[src/rtl/core/dsf_pkg.sv]
// Shared types, register codes, constants and the belief step table of the depth stack fusion unit.
package dsf_pkg;

    // Fixed field widths
    localparam int SAMPLE_W = 16;
    localparam int BELIEF_W = 8;
    localparam int FRAMES_W = 6;
    localparam int LIMIT_W  = 16;
    localparam int CFG_W    = 16;
    localparam int CFG_IDX_W = 1;

    // Configuration register indexes
    localparam logic [CFG_IDX_W-1:0] REG_STACK_FRAMES   = 1'd0;
    localparam logic [CFG_IDX_W-1:0] REG_VARIANCE_LIMIT = 1'd1;

    // Register reset values
    localparam logic [FRAMES_W-1:0] STACK_FRAMES_RESET   = 6'd8;
    localparam logic [LIMIT_W-1:0]  VARIANCE_LIMIT_RESET = 16'd1000;

    // Full belief and the least number of valid samples for a pixel to pass
    localparam logic [BELIEF_W-1:0] BELIEF_FULL = 8'd255;
    localparam int MIN_VALID = 3;

    // Belief step per missing sample, floor(255 / N), indexed by the stack length N.
    // Entry zero is never used, since a stack length of zero is treated as one.
    localparam logic [BELIEF_W-1:0] STEP_TABLE [64] = '{
        8'd255, 8'd255, 8'd127, 8'd85,  8'd63,  8'd51,  8'd42,  8'd36,
        8'd31,  8'd28,  8'd25,  8'd23,  8'd21,  8'd19,  8'd18,  8'd17,
        8'd15,  8'd15,  8'd14,  8'd13,  8'd12,  8'd12,  8'd11,  8'd11,
        8'd10,  8'd10,  8'd9,   8'd9,   8'd9,   8'd8,   8'd8,   8'd8,
        8'd7,   8'd7,   8'd7,   8'd7,   8'd7,   8'd6,   8'd6,   8'd6,
        8'd6,   8'd6,   8'd6,   8'd5,   8'd5,   8'd5,   8'd5,   8'd5,
        8'd5,   8'd5,   8'd5,   8'd5,   8'd4,   8'd4,   8'd4,   8'd4,
        8'd4,   8'd4,   8'd4,   8'd4,   8'd4,   8'd4,   8'd4,   8'd4
    };

    // Controller states
    typedef enum logic [2:0] {
        ST_IDLE,
        ST_ACC,
        ST_DIV,
        ST_MUL,
        ST_FIN
    } state_t;

    // Commands from the controller to the datapath
    typedef struct packed {
        logic take;
        logic accumulate;
        logic div_start;
        logic div_step;
        logic mul;
        logic load_out;
    } dsf_cmd_t;

    // Status from the datapath to the controller
    typedef struct packed {
        logic last;
        logic div_last;
    } dsf_status_t;

endpackage

[src/rtl/core/dsf_ctrl.sv]
// Controller state machine of the depth stack fusion unit.
module dsf_ctrl
    import dsf_pkg::*;
(
    input  logic        aclk,
    input  logic        aresetn,
    input  logic        s_valid,
    output logic        s_ready,
    input  logic        m_ready,
    output logic        m_valid,
    input  dsf_status_t status,
    output dsf_cmd_t    cmd
);

    state_t state_reg, state_next;
    logic   m_valid_reg, m_valid_next;

    // State and result valid registers
    always_ff @(posedge aclk) begin
        if (!aresetn) begin
            state_reg   <= ST_IDLE;
            m_valid_reg <= 1'b0;
        end else begin
            state_reg   <= state_next;
            m_valid_reg <= m_valid_next;
        end
    end

    // Next state and commands
    always_comb begin
        state_next = state_reg;
        cmd        = '0;
        s_ready    = 1'b0;
        unique case (state_reg)
            ST_IDLE: begin
                s_ready  = 1'b1;
                cmd.take = s_valid;
                if (s_valid) begin
                    state_next = ST_ACC;
                end
            end
            ST_ACC: begin
                cmd.accumulate = 1'b1;
                if (status.last) begin
                    cmd.div_start = 1'b1;
                    state_next    = ST_DIV;
                end else begin
                    state_next = ST_IDLE;
                end
            end
            ST_DIV: begin
                cmd.div_step = 1'b1;
                if (status.div_last) begin
                    state_next = ST_MUL;
                end
            end
            ST_MUL: begin
                cmd.mul    = 1'b1;
                state_next = ST_FIN;
            end
            ST_FIN: begin
                // The result register must be free or emptying this cycle.
                if (!m_valid_reg || m_ready) begin
                    cmd.load_out = 1'b1;
                    state_next   = ST_IDLE;
                end
            end
            default: begin
                state_next = ST_IDLE;
            end
        endcase
    end

    // The result word stays until the consumer takes it.
    always_comb begin
        if (cmd.load_out) begin
            m_valid_next = 1'b1;
        end else if (m_ready) begin
            m_valid_next = 1'b0;
        end else begin
            m_valid_next = m_valid_reg;
        end
    end

    assign m_valid = m_valid_reg;

endmodule

[src/rtl/core/dsf_datapath.sv]
// Datapath of the depth stack fusion unit: accumulators, divider, gate and result register.
module dsf_datapath
    import dsf_pkg::*;
#(
    parameter int MAX_FRAMES = 32
) (
    input  logic                aclk,
    input  logic                aresetn,
    input  dsf_cmd_t            cmd,
    output dsf_status_t         status,
    input  logic [FRAMES_W-1:0] stack_frames,
    input  logic [LIMIT_W-1:0]  variance_limit,
    input  logic [SAMPLE_W-1:0] s_depth_sample,
    output logic [SAMPLE_W-1:0] m_fused_depth,
    output logic [BELIEF_W-1:0] m_belief,
    output logic                m_accepted
);

    // Widths that follow from the stack depth
    localparam int CW  = $clog2(MAX_FRAMES + 1);
    localparam int NW  = (CW > FRAMES_W) ? CW : FRAMES_W;
    localparam int SW  = SAMPLE_W + CW;
    localparam int QW  = 2 * SAMPLE_W + CW;
    localparam int DW  = SAMPLE_W + SW + 1;
    localparam int LW  = LIMIT_W + CW;
    localparam int BW  = BELIEF_W + CW;
    localparam int DCW = $clog2(SW);

    logic [SAMPLE_W-1:0] sample_reg;
    logic                last_reg;
    logic [CW-1:0]       idx_reg;
    logic [CW-1:0]       zc_reg;
    logic [SW-1:0]       sum_reg;
    logic [QW-1:0]       sq_reg;
    logic [SW-1:0]       quo_reg;
    logic [CW-1:0]       rem_reg;
    logic [DCW-1:0]      div_cnt_reg;
    logic [DW-1:0]       prod_reg;
    logic [LW-1:0]       lim_reg;
    logic [BW-1:0]       drop_reg;
    logic [SAMPLE_W-1:0] fused_reg;
    logic [BELIEF_W-1:0] belief_reg;
    logic                accepted_reg;

    logic [NW-1:0]       frames_ext;
    logic [NW-1:0]       n_eff;
    logic [CW-1:0]       idx_inc;
    logic [CW-1:0]       k_val;
    logic                k_ok;
    logic [SW-1:0]       sum_next;
    logic [QW-1:0]       sq_next;
    logic [CW:0]         trial;
    logic                trial_ge;
    logic [CW:0]         trial_diff;
    logic [SAMPLE_W-1:0] mean;
    logic [SW:0]         sum_plus_rem;
    logic [DW-1:0]       prod_next;
    logic [CW-1:0]       k_minus2;
    logic [LW-1:0]       lim_next;
    logic [BW-1:0]       drop_next;
    logic [DW-1:0]       deviation;
    logic                pass;
    logic [BELIEF_W-1:0] belief_calc;

    // Stack length in use: zero acts as one, anything above the depth as the depth
    assign frames_ext = NW'(stack_frames);
    always_comb begin
        if (stack_frames == '0) begin
            n_eff = NW'(1);
        end else if (frames_ext > NW'(MAX_FRAMES)) begin
            n_eff = NW'(MAX_FRAMES);
        end else begin
            n_eff = frames_ext;
        end
    end

    // Valid sample count and the minimum count check
    assign idx_inc = idx_reg + CW'(1);
    assign k_val   = idx_reg - zc_reg;
    assign k_ok    = (k_val >= CW'(MIN_VALID));

    // Accumulator updates; a zero sample adds nothing to either sum.
    assign sum_next = sum_reg + SW'(sample_reg);
    assign sq_next  = sq_reg + QW'(sample_reg) * QW'(sample_reg);

    // Sample word capture and the end of pixel flag
    always_ff @(posedge aclk) begin
        if (cmd.take) begin
            sample_reg <= s_depth_sample;
            last_reg   <= (NW'(idx_inc) >= n_eff);
        end
    end

    // Pixel accumulators; cleared once the result is loaded
    always_ff @(posedge aclk) begin
        if (!aresetn) begin
            idx_reg <= '0;
            zc_reg  <= '0;
            sum_reg <= '0;
            sq_reg  <= '0;
        end else if (cmd.load_out) begin
            idx_reg <= '0;
            zc_reg  <= '0;
            sum_reg <= '0;
            sq_reg  <= '0;
        end else if (cmd.accumulate) begin
            idx_reg <= idx_inc;
            zc_reg  <= zc_reg + CW'(sample_reg == '0);
            sum_reg <= sum_next;
            sq_reg  <= sq_next;
        end
    end

    // Restoring divider step: one quotient bit per cycle
    assign trial      = {rem_reg, quo_reg[SW-1]};
    assign trial_ge   = (trial >= {1'b0, k_val});
    assign trial_diff = trial - {1'b0, k_val};

    always_ff @(posedge aclk) begin
        if (cmd.div_start) begin
            quo_reg     <= sum_next;
            rem_reg     <= '0;
            div_cnt_reg <= DCW'(SW - 1);
        end else if (cmd.div_step) begin
            quo_reg     <= {quo_reg[SW-2:0], trial_ge};
            rem_reg     <= trial_ge ? trial_diff[CW-1:0] : trial[CW-1:0];
            div_cnt_reg <= div_cnt_reg - DCW'(1);
        end
    end

    assign status.last     = last_reg;
    assign status.div_last = (div_cnt_reg == '0);

    // The mean never exceeds the largest sample, so it fits a sample word.
    assign mean = quo_reg[SAMPLE_W-1:0];

    // Deviation sum Q - 2mS + k*m*m equals Q - m*(S + r), with r the remainder.
    assign sum_plus_rem = {1'b0, sum_reg} + (SW + 1)'(rem_reg);
    assign prod_next    = DW'(mean) * DW'(sum_plus_rem);
    assign k_minus2     = k_val - CW'(2);
    assign lim_next     = LW'(variance_limit) * LW'(k_minus2);
    assign drop_next    = BW'(STEP_TABLE[n_eff[FRAMES_W-1:0]]) * BW'(zc_reg);

    always_ff @(posedge aclk) begin
        if (cmd.mul) begin
            prod_reg <= prod_next;
            lim_reg  <= lim_next;
            drop_reg <= drop_next;
        end
    end

    // Variance gate and belief
    assign deviation = DW'(sq_reg) - prod_reg;
    assign pass      = k_ok && (deviation < DW'(lim_reg));

    always_comb begin
        if (drop_reg <= BW'(BELIEF_FULL)) begin
            belief_calc = BELIEF_FULL - drop_reg[BELIEF_W-1:0];
        end else begin
            belief_calc = '0;
        end
    end

    // Result register
    always_ff @(posedge aclk) begin
        if (cmd.load_out) begin
            fused_reg    <= pass ? mean : '0;
            belief_reg   <= pass ? belief_calc : '0;
            accepted_reg <= pass;
        end
    end

    assign m_fused_depth = fused_reg;
    assign m_belief      = belief_reg;
    assign m_accepted    = accepted_reg;

endmodule

[src/rtl/core/depth_stack_fusion_unit.sv]
// Top level of the depth stack fusion unit: configuration registers, controller and datapath.
// Each depth sample is captured into the sample register in IDLE and accumulated in ACC.
// After a pixel's last sample the bit-serial divider forms the mean, the products are registered
// in MUL and the result word is loaded in FIN. A held word stalls the next pixel's finish.
// Reset is synchronous and active low: accumulators clear, registers return to 8 frames and 1000.
module depth_stack_fusion_unit
    import dsf_pkg::*;
#(
    parameter int MAX_FRAMES = 32
) (
    input  logic                 aclk,
    input  logic                 aresetn,
    input  logic                 s_valid,
    output logic                 s_ready,
    input  logic [SAMPLE_W-1:0]  s_depth_sample,
    output logic                 m_valid,
    input  logic                 m_ready,
    output logic [SAMPLE_W-1:0]  m_fused_depth,
    output logic [BELIEF_W-1:0]  m_belief,
    output logic                 m_accepted,
    input  logic                 cfg_wr_en,
    input  logic [CFG_IDX_W-1:0] cfg_index,
    input  logic [CFG_W-1:0]     cfg_wr_data
);

    logic [FRAMES_W-1:0] stack_frames_reg;
    logic [LIMIT_W-1:0]  variance_limit_reg;
    dsf_cmd_t            ctrl_cmd;
    dsf_status_t         dp_status;

    // Configuration registers
    always_ff @(posedge aclk) begin
        if (!aresetn) begin
            stack_frames_reg   <= STACK_FRAMES_RESET;
            variance_limit_reg <= VARIANCE_LIMIT_RESET;
        end else if (cfg_wr_en) begin
            unique case (cfg_index)
                REG_STACK_FRAMES: begin
                    stack_frames_reg <= cfg_wr_data[FRAMES_W-1:0];
                end
                REG_VARIANCE_LIMIT: begin
                    variance_limit_reg <= cfg_wr_data[LIMIT_W-1:0];
                end
                default: begin
                end
            endcase
        end
    end

    // Controller
    dsf_ctrl u_ctrl (
        .aclk    (aclk),
        .aresetn (aresetn),
        .s_valid (s_valid),
        .s_ready (s_ready),
        .m_ready (m_ready),
        .m_valid (m_valid),
        .status  (dp_status),
        .cmd     (ctrl_cmd)
    );

    // Datapath
    dsf_datapath #(
        .MAX_FRAMES (MAX_FRAMES)
    ) u_datapath (
        .aclk           (aclk),
        .aresetn        (aresetn),
        .cmd            (ctrl_cmd),
        .status         (dp_status),
        .stack_frames   (stack_frames_reg),
        .variance_limit (variance_limit_reg),
        .s_depth_sample (s_depth_sample),
        .m_fused_depth  (m_fused_depth),
        .m_belief       (m_belief),
        .m_accepted     (m_accepted)
    );

    // A captured sample word is always accumulated in the following cycle.
    assert property (@(posedge aclk) disable iff (!aresetn)
        (s_valid && s_ready) |=> (!s_ready && ctrl_cmd.accumulate))
        else $error("sample word not accumulated after capture");

    // A rejected pixel carries zero depth and zero belief.
    assert property (@(posedge aclk) disable iff (!aresetn)
        (m_valid && !m_accepted) |-> (m_fused_depth == '0 && m_belief == '0))
        else $error("rejected pixel carries nonzero fields");

    // An accepted pixel has at least three nonzero samples, so its mean is nonzero.
    assert property (@(posedge aclk) disable iff (!aresetn)
        (m_valid && m_accepted) |-> (m_fused_depth != '0))
        else $error("accepted pixel with zero mean");

    // Loading the result register always presents a result word.
    assert property (@(posedge aclk) disable iff (!aresetn)
        ctrl_cmd.load_out |=> m_valid)
        else $error("result loaded but not presented");

    // The divider never runs while samples are taken.
    assert property (@(posedge aclk) disable iff (!aresetn)
        ctrl_cmd.div_step |-> (!s_ready && !ctrl_cmd.load_out))
        else $error("divider active outside the finishing sequence");

endmodule
[config.mk]
export PLATFORM = sky130hd
export DESIGN_NAME = depth_stack_fusion_unit
export DESIGN_NICKNAME = d
export VERILOG_FILES = /design/src/rtl/core/dsf_pkg.sv /design/src/rtl/core/dsf_ctrl.sv /design/src/rtl/core/dsf_datapath.sv /design/src/rtl/core/depth_stack_fusion_unit.sv
export SDC_FILE = /design/constraint.sdc
export NUM_CORES = 2
export LEC_CHECK = 0
export BUFFER_PORTS_ARGS = -buffer_cell sky130_fd_sc_hd__buf_2
export CAP_MARGIN = 25
export CORE_MARGIN = 2
export CORE_UTILIZATION = 30
export CTS_BUF_LIST = sky130_fd_sc_hd__clkbuf_8
export CTS_CLUSTER_SIZE = 16
export DETAILED_ROUTE_END_ITERATION = 7
export HOLD_SLACK_MARGIN = 0.06
export PLACE_DENSITY = 0.54
export SYNTH_ARGS = -nofsm -noshare
export SYNTH_HDL_FRONTEND = slang
export SYNTH_SLANG_ARGS = --single-unit
[constraint.sdc]
create_clock -name aclk -period 10.6 [get_ports aclk]
set_input_delay 1.06 -clock aclk [delete_from_list [all_inputs] [get_ports aclk]]
set_output_delay 1.06 -clock aclk [all_outputs]
set_load 0.005 [all_outputs]
# Word level (Yosys, flattened, before mapping)
# Memory sizes are Yosys's and may differ from the RTL's.
# Index checks and enable logic that the tools add are counted.
# Widths: inputs -> output; s select.
op_classes:
  n_lt_le_gt_ge: 7
  div_mod_pow: 0
  n_eq_ne: 7
  shifts: 0
  addsub: 11
  muxes: 22
  mul: 4
  bitwise: 3
  n_reduce_logical: 14
ops:
  columns: ["op", "n"]
  rows:
  - ["$mux 22", 2]
  - ["$lt 39x22->1", 1]
  - ["$mul 16x23->39", 1]
  - ["$sub 38x39->39", 1]
  - ["$add 38x32->38", 1]
  - ["$mul 16x16->32", 1]
  - ["$add 22x6->23", 1]
  - ["$add 22x16->22", 1]
  - ["$mul 16x6->22", 1]
  - ["$mux 6", 3]
  - ["$logic_not 16->1", 1]
  - ["$mux 8", 2]
  - ["$pmux 3 s5", 1]
  - ["$le 14x8->1 const B", 1]
  - ["$mul 8x6->14", 1]
  - ["$sub 6x6->6", 2]
  - ["$mux 1", 9]
  - ["$mux 3", 3]
  - ["$sub 8x8->8 const A", 1]
  - ["$ge 7x6->1", 1]
  - ["$ge 7x7->1 const B", 1]
  - ["$not 6->7", 1]
  - ["$add 6x1->6", 1]
  - ["$add 6x1->6 const B", 1]
  - ["other kinds (22)", 29]
word_totals:
  rom_bits: 512
  wordCells: 88
  latch_bits: 0
  ramBits: 0
  regBits: 248
  out_inout_bits: 27
  in_bits: 38
  mem_count: 1
mem_list:
  columns: ["name", "words", "word_bits", "rd", "rd_clocked_by_memory_dff", "write_ports", "line", "text"]
  rows:
  - ["(name not given)", 64, 8, 1, 0, 0, "dsf_datapath.sv:142", "assign drop_next = BW'(STEP_TABLE[n_eff[FRAMES_W-1:0]]) * BW'(zc_reg);"]

# Logic depth before layout (Yosys ltp)
logic_depth:
  ltp_word: 8
  mapped_depth: 38
  depth_no_buf: 37

# Hierarchy
# A second synthesis with hierarchy kept.
unflattened:
  hier_cells: 4121
  area_unflattened_um2: 37852.6
modules_own_cells:
  columns: ["mod", "cells_per_inst", "instances", "seq_area_each_um2", "area_each_um2"]
  rows:
  - ["dsf_datapath", 3997, 1, 5835.6, 36706.5]
  - ["depth_stack_fusion_unit", 95, 1, 440.4, 862.1]
  - ["dsf_ctrl", 29, 1, 80.1, 284.0]

# Worst setup path before layout
# OpenSTA, ideal clock, no wires.
synth_timing:
  kind: "register to register"
  start: "register u_datapath.rem_reg[0]"
  end: "register u_datapath.prod_reg[38] (data pin)"
  arrival_time_ns: 7.875
  path_buffers: 1
  stages_incl_launch_ff: 35
  required_ns: 10.340
  synth_period_minus_slack_ns: 8.135
  setup_ns: 0.260
  slack_ns: 2.465
  cell_sequence: "dfxtp_1 -> ha_1 -> inv_1 -> fa_1 -> inv_1 -> a21oi_1 -> o21bai_1 -> a21o_1 -> a21o_1 -> nor2b_1 -> and3b_1 -> nand3_1 -> nor2_1 -> xor2_1 -> clkbuf_1 -> nand2_1 -> fa_1 -> fa_1 -> fa_1 -> inv_1 -> fa_1 -> fa_1 -> fa_1 -> ha_1 -> a21o_1 -> a21o_1 -> a21o_1 -> a21oi_1 -> nand2_1 -> o221ai_1 -> a21oi_1 -> a221oi_1 -> o21bai_1 -> a21oi_1 -> xnor2_1"
synth_via:
  elab_chain_len: 2
synth_rtl:
  columns: ["element", "line", "text"]
  rows:
  - ["from (decl)", "dsf_datapath.sv:36", "logic [CW-1:0] rem_reg;"]
  - ["from (signal assigned)", "dsf_datapath.sv:126", "rem_reg <= trial_ge ? trial_diff[CW-1:0] : trial[CW-1:0];"]
  - ["$add 22x6->23", "dsf_datapath.sv:138", "assign sum_plus_rem = {1'b0, sum_reg} + (SW + 1)'(rem_reg);"]
  - ["$mul 16x23->39", "dsf_datapath.sv:139", "assign prod_next = DW'(mean) * DW'(sum_plus_rem);"]
  - ["via u_datapath.prod_next[38]", "dsf_datapath.sv:57", "logic [DW-1:0] prod_next;"]
  - ["to (signal assigned)", "dsf_datapath.sv:146", "prod_reg <= prod_next;"]
  - ["to (decl)", "dsf_datapath.sv:38", "logic [DW-1:0] prod_reg;"]
# The timed path passes the listed nets, and every way through them passes these cells.
# A chain may end at the register's enable or synchronous reset.

# Worst setup path after layout
layout_timing:
  start: "register u_datapath.rem_reg[0]"
  end: "register u_datapath.prod_reg[37] (data pin)"
# The elaborated chain is that of the path after synthesis.

==> flow_summary.ini <==
[critical_path]
worst_ep_required_time_ps = 11060
critPathLaunch = u_datapath.rem_reg[0]$_SDFFE_PP0N_
critPathSlowestCell = fa_1
cp_slowest_stage_delay_ps = 550
cp-start-kind = flop
crit_type = reg2reg
timing.critical_path.mode_cell = fa_1
cp.arrival_ps = 9430
cp_max_fo = 16
r2r-start = u_datapath.rem_reg[0]$_SDFFE_PP0N_
worst_setup_path_end_kind = flop

[global_route]
antenna_found_initial = 2
grt_pass1_vias = 28600
grt_use_total_pct = 15.8
grt_first_pass_wirelength_um = 159000
grt-ovfl-total = 0
grt_max_degree = 74

[detailed_routing]
vias = 27400
ant_nets = 0
top_layer = met4
first_iter_violations = 1547
avgRoutedWirePerCell_um = 16.7
wl_met2_um = 47300
drc = 0
viasPerCell = 4.68
wl_met3_um = 4040
first_pass_iters = 5
finalWirelength_um = 97700
drt-met1-wl_um = 44100

[power_and_ir_drop]
vdd_drop_max_uv = 336
p_int_uw = 5330
comb_power_share_pct = 75.2
power_switching_uw = 5330
swShare_pct = 50.0
pwr-share-seq_pct = 12.6
clockPowerShare_pct = 12.2
p_leak_uw = 0.0199
fin_total_pwr_uw = 10700
p_per_area_mw_per_mm2 = 259

[synthesis]
yosys.area.top_type = fa_1
yosysUniqueCellTypes = 77
synth_area_mm2 = 0.0375
yosys_warnings = 0
synth_seq_cells = 248
syn_nets = 5119
synth_edf_count = 139
synth.area.top_cells = fa_1 31%, ha_1 13%, edfxtp_1 11%
syn_avg_cell_area_um2 = 9.07
ys_seq_area_share_pct = 17.0
syn_inst = 4131
yosysMostFrequentCell = inv_1
synth_commonest_cells = 788 x inv_1, 574 x fa_1, 551 x nand2_1
async_flop_share_pct = 0
synth_ff_type = edfxtp_1
synth_top_area_share_pct = 30.7

[clock_tree]
cts_setup_buffers = 0
root_buffer = clkbuf_8
cts_sinks = 248
clk_pin_slew_ps = 60
cts_tree = built
cts_buffers = 53
htreeDepth = 2
cts_hold_buf = 0
clk_path_buf_depth = 3
worstSkewPairLatency_ps = 730
cts_resized = 0

[layout]
largest_reg_flops = 39
drive_gt1_share_pct = 6.00
area_growth_pct = 9.86
nets = 5158
finalInstanceArea_mm2 = 0.0412
fillers = 12900
regArea_mm2 = 0.00636
multiInputGateArea_mm2 = 0.0276

[worst_hold_path]
hold_class = reg2reg
min_from = u_datapath.sum_reg[0]$_SDFFE_PP0P_

[floorplanning]
core_area_mm2 = 0.124
die_area_mm2 = 0.128
pin_count = 65
die_h_um = 357
initial_core_util_pct = 30.3
die_w_um = 357
num_rows = 129

[timing]
worstMarginPinSlew_ps = 1030
tns_ps = 0
skew_ps = 64.1
grt_setup_unrepaired = no
finalSetupViolCount = 0
final_min_period_over_clock_period_pct = 84.6
fin_crit_ps = 8960
hold_viol = 0
max_slew_margin_pct = 31.2
slew_violations = 0
fmax_mhz = 112

[job]
maxCapViolations = 0

[place]
placed_area_mm2 = 0.0398
place.gp.congestion = 0.872
dpl.hpwl_um = 76700
port_buffers = 64

[outcome]
status = finished, final reports clean
[cell usage in the layout, fill, tap and decap left out, drive strengths merged, types with 64 or more instances in the layout]
cell type  instances
ha               376
and2             232
xnor2            123
buf              125
dfxtp            109
a21oi            179
xor2              64
a21o              74
fa               574
nand2            551
nor2             170
edfxtp           139
o21ai             96
inv              801
[power by group through the flow]
| stage | combinational [uW] | sequential, uW | clock, uW |
|---|---|---|---|
| floorplan | 6170 | 1300 | 0 |
| finish | 8020 | 1340 | 1300 |
| detailed placement | 8000 | 1370 | 0 |
| global placement | 7970 | 1370 | 0 |
| global route | 9200 | 1360 | 1380 |
| CTS | 8090 | 1350 | 1340 |
[path summary, 6_finish.rpt]
path                            cells after the start  slack, ps                                 end
worst max-delay path                               34       1640   u_datapath.prod_reg[37]$_DFFE_PP_
worst max register to register                     34       1640   u_datapath.prod_reg[37]$_DFFE_PP_
worst min-delay path                                2        490  u_datapath.sum_reg[0]$_SDFFE_PP0P_
worst min register to register                      2        490  u_datapath.sum_reg[0]$_SDFFE_PP0P_
[stage by stage]
step                      cells  hold slack (ps)  setup WS [ps]  util (%)
final                      5854              487           1640      33.2
after global routing       5853              487           1090      33.2
after CTS                  5849              449           1620      33.2
after detailed placement   5749              473           1620      32.1
after global placement     5747              470           1750      32.1
after floorplan            4131              449           2470         -
[layout make-up]
| class | instances | area share, % |
|---|---|---|
| multi-input cells | 2954 | 67.2 |
| well taps | 1637 | 4.98 |
| clock inverters | 39 | 1.12 |
| flip-flops and latches | 248 | 15.4 |
| inverters | 788 | 7.19 |
| diodes | 2 | 0.0122 |
| repair buffers | 125 | 2.04 |
| clock buffers | 61 | 2.04 |
[metal layers]
metal  GRT usage [%]  vias up
met5               0        -
met3            1.98      115
li1                -    13200
met1            21.1    13700
met4            3.92        0
met2            27.0      442
[worst max-delay path, delay by kind of cell, from the launching register on]
kind	cells	cell delay, ps
fa+ha+maj	9	4030
simple gates	3	550
compound gates	14	2880
flops	1	430
xor+xnor	2	300
buf+inv	6	560
[cells by family (layout without fill, tap and decap cells)]
logic type | count (synthesis) | count (layout) | synth area share [%]
xor gates and xnor gates | 187 | 187 | 4.37
buffers and inverters | 929 | 1013 | 9.37
and+or+nand+nor | 1287 | 1287 | 16.9
DFF | 248 | 248 | 17.0
AOI/OAI and AO/OA | 519 | 519 | 8.81
other | 0 | 2 | 0
adders and majority gates | 950 | 950 | 43.2
muxes | 11 | 11 | 0.307
No activity file was read; power rests on OpenSTA's default activity.
